## src/rtl/perceptron_point_trainer_macros.svh

```systemverilog
// assertion helpers shared by the rtl files
`ifndef PERCEPTRON_POINT_TRAINER_MACROS_SVH
`define PERCEPTRON_POINT_TRAINER_MACROS_SVH
`ifndef SYNTH
`define PPT_ASSERT(lbl, prop, msg) \
  lbl: assert property (@(posedge clk_i) disable iff (!rst_ni) prop) else $error(msg);
`define PPT_ASSERT_NEVER(lbl, cond, msg) \
  `PPT_ASSERT(lbl, !(cond), msg)
`else
`define PPT_ASSERT(lbl, prop, msg)
`define PPT_ASSERT_NEVER(lbl, cond, msg)
`endif
`endif

```

## src/rtl/ppt_pkg.sv

```systemverilog
`default_nettype none

package ppt_pkg;

  localparam int DEF_NUM_WEIGHTS = 3;

  localparam int RATE_W  = 16;
  localparam int W_W     = 32;
  localparam int C_W     = 16;
  localparam int CNT_W   = 16;
  localparam int MUL_A_W = W_W + 1;
  localparam int PROD_W  = MUL_A_W + C_W;
  localparam int STEP_W  = 25;
  localparam int ADDR_W  = 3;

  localparam logic [ADDR_W-1:0] REG_LEARN_RATE  = 3'd0;
  localparam logic [ADDR_W-1:0] REG_INIT_A      = 3'd1;
  localparam logic [ADDR_W-1:0] REG_INIT_B      = 3'd2;
  localparam logic [ADDR_W-1:0] REG_INIT_C      = 3'd3;
  localparam logic [ADDR_W-1:0] REG_MAX_UPDATES = 3'd4;

  localparam logic [RATE_W-1:0] RST_LEARN_RATE  = 16'd6554;
  localparam logic [CNT_W-1:0]  RST_MAX_UPDATES = 16'd1024;

  localparam logic [W_W-1:0] W_MAX = 32'h7fff_ffff;
  localparam logic [W_W-1:0] W_MIN = 32'h8000_0000;

  typedef struct packed {
    logic             restart;
    logic             label;
    logic [C_W-1:0]   coord_c;
    logic [C_W-1:0]   coord_b;
    logic [C_W-1:0]   coord_a;
  } item_t;

  typedef struct packed {
    logic [RATE_W-1:0] learn_rate;
    logic [W_W-1:0]    init_a;
    logic [W_W-1:0]    init_b;
    logic [W_W-1:0]    init_c;
    logic [CNT_W-1:0]  max_updates;
  } cfg_t;

  typedef struct packed {
    logic [2:0][W_W-1:0] weight;
    logic [CNT_W-1:0]    update_count;
    logic                limit_hit;
    logic                saturated;
  } res_t;

endpackage

`default_nettype wire

```

## src/rtl/ppt_mul.sv

```systemverilog
`default_nettype none

module ppt_mul #(
  parameter int AW = ppt_pkg::MUL_A_W,
  parameter int BW = ppt_pkg::C_W
) (
  input  wire logic                 clk_i,
  input  wire logic signed [AW-1:0] a_i,
  input  wire logic signed [BW-1:0] b_i,
  output logic signed [AW+BW-1:0]   p_o
);

  logic signed [AW+BW-1:0] p_q;

  always_ff @(posedge clk_i) begin
    p_q <= a_i * b_i;
  end

  assign p_o = p_q;

endmodule

`default_nettype wire

```

## src/rtl/ppt_seq.sv

```systemverilog
`default_nettype none
`include "perceptron_point_trainer_macros.svh"

module ppt_seq #(
  parameter int NUM_WEIGHTS = ppt_pkg::DEF_NUM_WEIGHTS
) (
  input  wire logic          clk_i,
  input  wire logic          rst_ni,
  input  wire ppt_pkg::cfg_t cfg_i,
  input  wire logic          in_valid_i,
  output logic               in_ready_o,
  input  wire ppt_pkg::item_t in_item_i,
  output logic               fin_valid_o,
  input  wire logic          fin_ready_i,
  output ppt_pkg::res_t      res_o
);

  localparam int IDX_W = $clog2(NUM_WEIGHTS + 1);
  localparam int SEL_W = $clog2(NUM_WEIGHTS);
  localparam int ACC_W = ppt_pkg::PROD_W + $clog2(NUM_WEIGHTS);
  localparam int NOUT  = (NUM_WEIGHTS < 3) ? NUM_WEIGHTS : 3;
  localparam int W_W   = ppt_pkg::W_W;
  localparam int STEP_W = ppt_pkg::STEP_W;
  localparam int PROD_W = ppt_pkg::PROD_W;
  localparam int CNT_W = ppt_pkg::CNT_W;
  localparam logic [IDX_W-1:0] LAST = IDX_W'(NUM_WEIGHTS);

  localparam logic [2:0] ST_IDLE = 3'd0;
  localparam logic [2:0] ST_STEP = 3'd1;
  localparam logic [2:0] ST_DOT  = 3'd2;
  localparam logic [2:0] ST_UPD  = 3'd3;
  localparam logic [2:0] ST_FIN  = 3'd4;

  logic [2:0]             state_q, state_d;
  logic [IDX_W-1:0]       idx_q, idx_d;
  logic [CNT_W-1:0]       cnt_q, cnt_d;
  logic                   sat_q, sat_d;
  logic                   lim_q, lim_d;
  logic signed [ACC_W-1:0] acc_q, acc_d, acc_sum;
  logic                   label_q;

  logic signed [W_W-1:0]    w_q    [NUM_WEIGHTS];
  logic signed [ppt_pkg::C_W-1:0] coord_q [NUM_WEIGHTS];
  logic signed [STEP_W-1:0] step_q [NUM_WEIGHTS];

  logic signed [ppt_pkg::C_W-1:0] pt     [NUM_WEIGHTS];
  logic signed [W_W-1:0]          init_w [NUM_WEIGHTS];
  logic signed [ppt_pkg::C_W-1:0] in_c3  [3];
  logic signed [W_W-1:0]          init3  [3];

  logic [SEL_W-1:0]              sel, wsel;
  logic signed [ppt_pkg::MUL_A_W-1:0] mul_a;
  logic signed [PROD_W-1:0]      prod, rsum;
  logic signed [STEP_W-1:0]      step_val;
  logic signed [W_W+1:0]         wide;
  logic signed [W_W-1:0]         w_new;
  logic                          clip, wrong;
  logic                          load_in, step_we, w_we;

  // input item and initial weights spread over the weight count
  always_comb begin
    in_c3[0] = $signed(in_item_i.coord_a);
    in_c3[1] = $signed(in_item_i.coord_b);
    in_c3[2] = $signed(in_item_i.coord_c);
    init3[0] = $signed(cfg_i.init_a);
    init3[1] = $signed(cfg_i.init_b);
    init3[2] = $signed(cfg_i.init_c);
    for (int i = 0; i < NUM_WEIGHTS; i++) begin
      pt[i]     = '0;
      init_w[i] = '0;
    end
    for (int i = 0; i < NOUT; i++) begin
      pt[i]     = in_c3[i];
      init_w[i] = init3[i];
    end
  end

  assign sel  = (idx_q < LAST) ? idx_q[SEL_W-1:0] : '0;
  assign wsel = SEL_W'(idx_q - IDX_W'(1));

  // shared multiplier: rate times coordinate, then weight times coordinate
  assign mul_a = (state_q == ST_STEP) ?
                 ppt_pkg::MUL_A_W'($signed({1'b0, cfg_i.learn_rate})) :
                 ppt_pkg::MUL_A_W'(w_q[sel]);

  ppt_mul #(
    .AW(ppt_pkg::MUL_A_W),
    .BW(ppt_pkg::C_W)
  ) u_mul (
    .clk_i(clk_i),
    .a_i  (mul_a),
    .b_i  (coord_q[sel]),
    .p_o  (prod)
  );

  // step rounded half up to q16.16
  assign rsum     = prod + PROD_W'(128);
  assign step_val = rsum[STEP_W+7:8];

  // one weight update with clipping
  always_comb begin
    if (label_q) begin
      wide = {{2{w_q[sel][W_W-1]}}, w_q[sel]} +
             {{(W_W+2-STEP_W){step_q[sel][STEP_W-1]}}, step_q[sel]};
    end else begin
      wide = {{2{w_q[sel][W_W-1]}}, w_q[sel]} -
             {{(W_W+2-STEP_W){step_q[sel][STEP_W-1]}}, step_q[sel]};
    end
    clip  = (wide[W_W+1:W_W-1] != 3'b000) && (wide[W_W+1:W_W-1] != 3'b111);
    w_new = wide[W_W-1:0];
    if (clip) begin
      w_new = wide[W_W+1] ? $signed(ppt_pkg::W_MIN) : $signed(ppt_pkg::W_MAX);
    end
  end

  assign acc_sum = acc_q + ACC_W'(prod);
  assign wrong   = label_q ? acc_sum[ACC_W-1] :
                   (!acc_sum[ACC_W-1] && (acc_sum != '0));

  always_comb begin
    state_d = state_q;
    idx_d   = idx_q;
    cnt_d   = cnt_q;
    sat_d   = sat_q;
    lim_d   = lim_q;
    acc_d   = acc_q;
    load_in = 1'b0;
    step_we = 1'b0;
    w_we    = 1'b0;
    unique case (state_q)
      ST_IDLE: begin
        if (in_valid_i) begin
          load_in = 1'b1;
          cnt_d   = '0;
          sat_d   = 1'b0;
          lim_d   = 1'b0;
          idx_d   = '0;
          state_d = ST_STEP;
        end
      end
      ST_STEP: begin
        idx_d = idx_q + IDX_W'(1);
        if (idx_q != '0) begin
          step_we = 1'b1;
        end
        if (idx_q == LAST) begin
          idx_d   = '0;
          acc_d   = '0;
          state_d = ST_DOT;
        end
      end
      ST_DOT: begin
        idx_d = idx_q + IDX_W'(1);
        if (idx_q != '0) begin
          acc_d = acc_sum;
        end
        if (idx_q == LAST) begin
          idx_d = '0;
          if (!wrong) begin
            state_d = ST_FIN;
          end else if (cnt_q == cfg_i.max_updates) begin
            lim_d   = 1'b1;
            state_d = ST_FIN;
          end else begin
            state_d = ST_UPD;
          end
        end
      end
      ST_UPD: begin
        w_we  = 1'b1;
        sat_d = sat_q | clip;
        idx_d = idx_q + IDX_W'(1);
        if (idx_q == LAST - IDX_W'(1)) begin
          idx_d   = '0;
          acc_d   = '0;
          cnt_d   = cnt_q + CNT_W'(1);
          state_d = ST_DOT;
        end
      end
      ST_FIN: begin
        if (fin_ready_i) begin
          state_d = ST_IDLE;
        end
      end
      default: begin
        state_d = ST_IDLE;
      end
    endcase
  end

  always_ff @(posedge clk_i or negedge rst_ni) begin
    if (!rst_ni) begin
      state_q <= ST_IDLE;
      idx_q   <= '0;
      cnt_q   <= '0;
      sat_q   <= 1'b0;
      lim_q   <= 1'b0;
      for (int i = 0; i < NUM_WEIGHTS; i++) begin
        w_q[i] <= '0;
      end
    end else begin
      state_q <= state_d;
      idx_q   <= idx_d;
      cnt_q   <= cnt_d;
      sat_q   <= sat_d;
      lim_q   <= lim_d;
      if (load_in && in_item_i.restart) begin
        for (int i = 0; i < NUM_WEIGHTS; i++) begin
          w_q[i] <= init_w[i];
        end
      end
      if (w_we) begin
        w_q[sel] <= w_new;
      end
    end
  end

  always_ff @(posedge clk_i) begin
    acc_q <= acc_d;
    if (load_in) begin
      label_q <= in_item_i.label;
      for (int i = 0; i < NUM_WEIGHTS; i++) begin
        coord_q[i] <= pt[i];
      end
    end
    if (step_we) begin
      step_q[wsel] <= step_val;
    end
  end

  always_comb begin
    res_o.weight = '0;
    for (int i = 0; i < NOUT; i++) begin
      res_o.weight[i] = w_q[i];
    end
    res_o.update_count = cnt_q;
    res_o.limit_hit    = lim_q;
    res_o.saturated    = sat_q;
  end

  assign in_ready_o  = (state_q == ST_IDLE);
  assign fin_valid_o = (state_q == ST_FIN);

  `PPT_ASSERT_NEVER(a_idx_range, idx_q > LAST, "index counter past weight count")
  `PPT_ASSERT(a_upd_below_max, (state_q == ST_UPD) |-> (cnt_q < cfg_i.max_updates),
              "update started at the update limit")

endmodule

`default_nettype wire

```

## src/rtl/perceptron_point_trainer.sv

```systemverilog
// Perceptron point trainer. Each input item is one Q8.8 point with a class label; the block
// keeps NUM_WEIGHTS Q16.16 weights and applies rate-scaled add or subtract updates until the
// point lands on its side (or the update limit is hit), then returns the weights, the update
// count and the limit and saturation flags. One shared multiplier does all the work, one
// product per cycle while an item is being worked on. The result sits in an output register, so
// the next item is taken while it waits. Registers are to be written only while the block is
// idle; the block itself does not enforce this.
`default_nettype none
`include "perceptron_point_trainer_macros.svh"

module perceptron_point_trainer #(
  parameter int NUM_WEIGHTS = ppt_pkg::DEF_NUM_WEIGHTS
) (
  input  wire logic                         clk_i,
  input  wire logic                         rst_ni,
  input  wire logic                         cfg_we_i,
  input  wire logic [ppt_pkg::ADDR_W-1:0]   cfg_addr_i,
  input  wire logic [ppt_pkg::W_W-1:0]      cfg_wdata_i,
  input  wire logic                         s_axis_tvalid,
  output logic                              s_axis_tready,
  input  wire logic [47:0]                  s_axis_tdata,  // coord_a, coord_b, coord_c
  input  wire logic [1:0]                   s_axis_tuser,  // label, restart
  output logic                              m_axis_tvalid,
  input  wire logic                         m_axis_tready,
  output logic [111:0]                      m_axis_tdata,  // weight_a, weight_b, weight_c,
                                                           // update_count
  output logic [1:0]                        m_axis_tuser   // limit_hit, saturated
);

  ppt_pkg::cfg_t  cfg_q;
  ppt_pkg::item_t item;
  ppt_pkg::res_t  res, out_q;
  logic           out_valid_q;
  logic           fin_valid, fin_ready;

  always_ff @(posedge clk_i or negedge rst_ni) begin
    if (!rst_ni) begin
      cfg_q.learn_rate  <= ppt_pkg::RST_LEARN_RATE;
      cfg_q.init_a      <= '0;
      cfg_q.init_b      <= '0;
      cfg_q.init_c      <= '0;
      cfg_q.max_updates <= ppt_pkg::RST_MAX_UPDATES;
    end else if (cfg_we_i) begin
      unique case (cfg_addr_i)
        ppt_pkg::REG_LEARN_RATE:  cfg_q.learn_rate  <= cfg_wdata_i[ppt_pkg::RATE_W-1:0];
        ppt_pkg::REG_INIT_A:      cfg_q.init_a      <= cfg_wdata_i;
        ppt_pkg::REG_INIT_B:      cfg_q.init_b      <= cfg_wdata_i;
        ppt_pkg::REG_INIT_C:      cfg_q.init_c      <= cfg_wdata_i;
        ppt_pkg::REG_MAX_UPDATES: cfg_q.max_updates <= cfg_wdata_i[ppt_pkg::CNT_W-1:0];
        default: begin
        end
      endcase
    end
  end

  assign item.coord_a = s_axis_tdata[15:0];
  assign item.coord_b = s_axis_tdata[31:16];
  assign item.coord_c = s_axis_tdata[47:32];
  assign item.label   = s_axis_tuser[0];
  assign item.restart = s_axis_tuser[1];

  ppt_seq #(
    .NUM_WEIGHTS(NUM_WEIGHTS)
  ) u_seq (
    .clk_i      (clk_i),
    .rst_ni     (rst_ni),
    .cfg_i      (cfg_q),
    .in_valid_i (s_axis_tvalid),
    .in_ready_o (s_axis_tready),
    .in_item_i  (item),
    .fin_valid_o(fin_valid),
    .fin_ready_i(fin_ready),
    .res_o      (res)
  );

  // output register
  assign fin_ready = !out_valid_q || m_axis_tready;

  always_ff @(posedge clk_i or negedge rst_ni) begin
    if (!rst_ni) begin
      out_valid_q <= 1'b0;
    end else if (fin_valid && fin_ready) begin
      out_valid_q <= 1'b1;
    end else if (m_axis_tready) begin
      out_valid_q <= 1'b0;
    end
  end

  always_ff @(posedge clk_i) begin
    if (fin_valid && fin_ready) begin
      out_q <= res;
    end
  end

  assign m_axis_tvalid = out_valid_q;
  assign m_axis_tdata  = {out_q.update_count, out_q.weight[2], out_q.weight[1],
                          out_q.weight[0]};
  assign m_axis_tuser  = {out_q.saturated, out_q.limit_hit};

  `PPT_ASSERT(a_limit_count, (out_valid_q && out_q.limit_hit) |->
              (out_q.update_count == cfg_q.max_updates), "limit flag without full count")

endmodule

`default_nettype wire

```

## config.mk

```make
export PLATFORM = sky130hd
export DESIGN_NAME = perceptron_point_trainer
export DESIGN_NICKNAME = d
export VERILOG_FILES = /design/src/rtl/ppt_pkg.sv /design/src/rtl/ppt_mul.sv /design/src/rtl/ppt_seq.sv /design/src/rtl/perceptron_point_trainer.sv
export VERILOG_INCLUDE_DIRS = /design/src /design/src/rtl
export SDC_FILE = /design/constraint.sdc
export NUM_CORES = 2
export LEC_CHECK = 0
export ABC_AREA = 1
export CELL_PAD_IN_SITES_DETAIL_PLACEMENT = 0
export CELL_PAD_IN_SITES_GLOBAL_PLACEMENT = 1
export CORE_AREA = 3 3 391 355
export DETAILED_ROUTE_END_ITERATION = 16
export DIE_AREA = 0 0 394 358
export DONT_BUFFER_PORTS = 1
export MAX_ROUTING_LAYER = met4
export PLACE_DENSITY_LB_ADDON = 0.1
export SKIP_CTS_REPAIR_TIMING = 1
export SKIP_LAST_GASP = 1
export SLEW_MARGIN = 25
export SYNTH_ARGS = -nofsm -noshare
export SYNTH_HDL_FRONTEND = slang
export SYNTH_SLANG_ARGS = --single-unit
export TNS_END_PERCENT = 50
```

## constraint.sdc

```tcl
create_clock -name clk_i -period 11.1 [get_ports clk_i]
set_input_delay 2.775 -clock clk_i [delete_from_list [all_inputs] [get_ports clk_i]]
set_output_delay 2.775 -clock clk_i [all_outputs]
set_load 0.01 [all_outputs]
```

==> out/summary.txt <==
Status -> complete, no violations
Post-synth EDFFs -> 289
CP Class -> flip-flop to flip-flop
Critical-path top delay cell -> a2111oi_0
Share of flip-flops with an asynchronous set or reset -> 42.3%
Cts bufs inserted -> 72
Critical Path Sink Type -> flip-flop
Antenna viol nets, final -> 0
Slew Viols, Final -> 0
Core ar. -> 135000 um^2
WP buf/inv -> 8
CTS H-tree depth -> 3
Crit path DAT -> 10.65 ns
Post-layout minimum cycle time -> 10.09 ns
Die height -> 358 um
WL/cell -> 22.7 um
Average vias per placed instance -> 4.93
Final nets -> 6259
Initial antenna violation count -> 3
Die width -> 394 um
Vias after detailed routing -> 36200
Post-synth top area share -> 20.9%
Mapped Cells -> 5492
Die ar. -> 141000 um^2
Top post-synthesis cells by area -> fa_1, edfxtp_1, dfrtp_1
Relative slew slack -> 28.3%
GR Util All Layers -> 24.6%
Clock buffer depth -> 3
IO Pins -> 206
Max incr delay on CP -> 0.86 ns
Fin. Hold Viols -> 0
Setup TNS -> 0 ns
Syn avg cell area -> 8.59 um^2
N_diodes -> 0
DRT Pass-1 Iters -> 5
Setup Skew -> 0.0439 ns
Final WS setup -> 1.01 ns
Mapped Area -> 47200 um^2
Top cells by count, synth -> nand2_1, inv_1, nor2_1, fa_1, o21ai_0
Worst-path clk slew -> 0.06 ns
CTS tree -> yes
Startpoint Class -> flip-flop
Syn Nets -> 6282
Grt total ovfl -> 0
Placed insts -> 7214
First-pass GRT wire length -> 251 mm
Yosys reg bits -> 586
CTS root buffer -> clkbuf_16
Setup violators final -> 0
Max Clock Freq -> 99.1 MHz
Hold WC Path Type -> flip-flop to flip-flop
Yosys warnings -> 0
Iter 0 DRT Violations -> 2565
Post-synthesis sequential area ratio -> 33.7%
RSZ-0062 raised after global routing -> false
Num rows -> 128
Syn-to-layout area delta -> 9.92%
Post-synth top flop -> edfxtp_1
PortBufs -> 0
Clock latency on the worst-skew pair -> 0.69 ns
Max-cap check violation count -> 0
Dpl hpwl -> 131 mm
Fin crit share -> 90.9%
Critical path fanouts, max -> 42
TritonCTS Sinks -> 586
Largest net degree at the start of global routing -> 249
Synth area leader -> fa_1
Most common cell in the synthesized netlist -> nand2_1
Measured slew at the worst slew-check pin -> 1.07 ns
Layout Cells excl Fill -> 7347
Placement Setup Slack -> 1.11 ns
CP top delay family -> adder cells
Netlist cell types -> 55
Share of layout cells above drive strength 1 -> 5.21%
Worst Path Required -> 11.66 ns
Placer Congestion -> 0.916
Final WL -> 167 mm
Initial core utilization -> 34.9%
Vias in the first global route -> 37100
Drt drc -> 0
==> registers in the layout, indices dropped and copies added, names as in the netlist <==
signal / count
u_seq.coord_q: 48
m_axis_tdata: 112
cfg_q: 128
m_axis_tvalid: 1
u_seq.lim_q: 1
u_seq.state_q: 3
u_seq.res_o: 96
u_seq.acc_q: 51
u_seq.idx_q: 2
u_seq.u_mul.p_o: 49
u_seq.cnt_q: 16
u_seq.sat_q: 1
u_seq.label_q: 1
m_axis_tuser: 2
u_seq.step_q: 75
==> per-layer routing <==
layer | global-route usage, % | vias to the layer above | part of all wire, %
met2 | 38.7 | 865 | 46
li1 | - | 17100 | -
met1 | 34.9 | 18100 | 48
met4 | 5.04 | 0 | 1.8
met3 | 2.35 | 154 | 4.1
met5 | - | - | 0
==> stage by stage <==
| step | area (um^2) | utilization, % | hold WS (ns) |
|---|---|---|---|
| finish | 51800 | 38.4 | 0.447 |
| global route | 51800 | 38.4 | 0.462 |
| CTS | 51800 | 38.4 | 0.449 |
| detailed placement | 49400 | 36.6 | 0.433 |
| global placement | 49300 | 36.6 | 0.431 |
| floorplan | 47200 | - | 0.425 |
==> layout by cell type (no fill, tap or decap), drive strengths merged, types with 144 or more instances in the layout <==
master	netlist	routed
nand2	1283	1283
inv	981	986
nor2	519	519
fa	493	493
o21ai	405	405
edfxtp	289	289
dfrtp	240	240
ha	207	207
a21oi	203	203
nand3	144	144
==> worst reg2reg max path: cells and delay by family, from the launching register on <==
family | cells | cell delay, ns
adder cells (fa/ha/maj) | 8 | 3.81
AO/OA/AOI/OAI | 6 | 2.38
buffers and inverters | 8 | 1.88
AND/OR/NAND/NOR | 8 | 1.34
flip-flops | 1 | 0.43
XOR/XNOR | 1 | 0.14
==> kinds of logic after synthesis <==
family | share of synthesized area [%]
DFF | 33.7
muxes | 1.06
buffers and inverters | 9.48
AOI/OAI and AO/OA | 8.35
adders and majority gates | 26.4
xor gates and xnor gates | 2.86
and+or+nand+nor | 18.2
==> worst paths after layout <==
check	startpoint	to	slack, ns	depth (start not counted)
max reg2reg	u_seq.idx_q[1]$_DFFE_PN0P_	u_seq.u_mul.p_o[46]$_DFF_P_	1.01	31
min	u_seq.lim_q$_DFFE_PN0P_	m_axis_tuser[0]$_DFFE_PP_	0.45	0
min reg2reg	u_seq.lim_q$_DFFE_PN0P_	m_axis_tuser[0]$_DFFE_PP_	0.45	0
min in group asynchronous	rst_ni	u_seq.cnt_q[9]$_DFFE_PN0P_	1.78	0
max in group asynchronous	rst_ni	cfg_q[73]$_DFFE_PN0P_	8.71	0
max	u_seq.idx_q[1]$_DFFE_PN0P_	u_seq.u_mul.p_o[46]$_DFF_P_	1.01	31
==> cell type report <==
type,count,area [um^2]
inverter,1006,3780
clock inverter,34,437
sequential,586,15900
timing repair buffer,67,519
clock buffer,98,2030
fill,14000,83200
tap,1820,2280
multi-input combinational,3736,26900
Power is left out: the tool's default activity adds up to more than one toggle a clock period on the data nets, which glitch-free logic cannot reach.
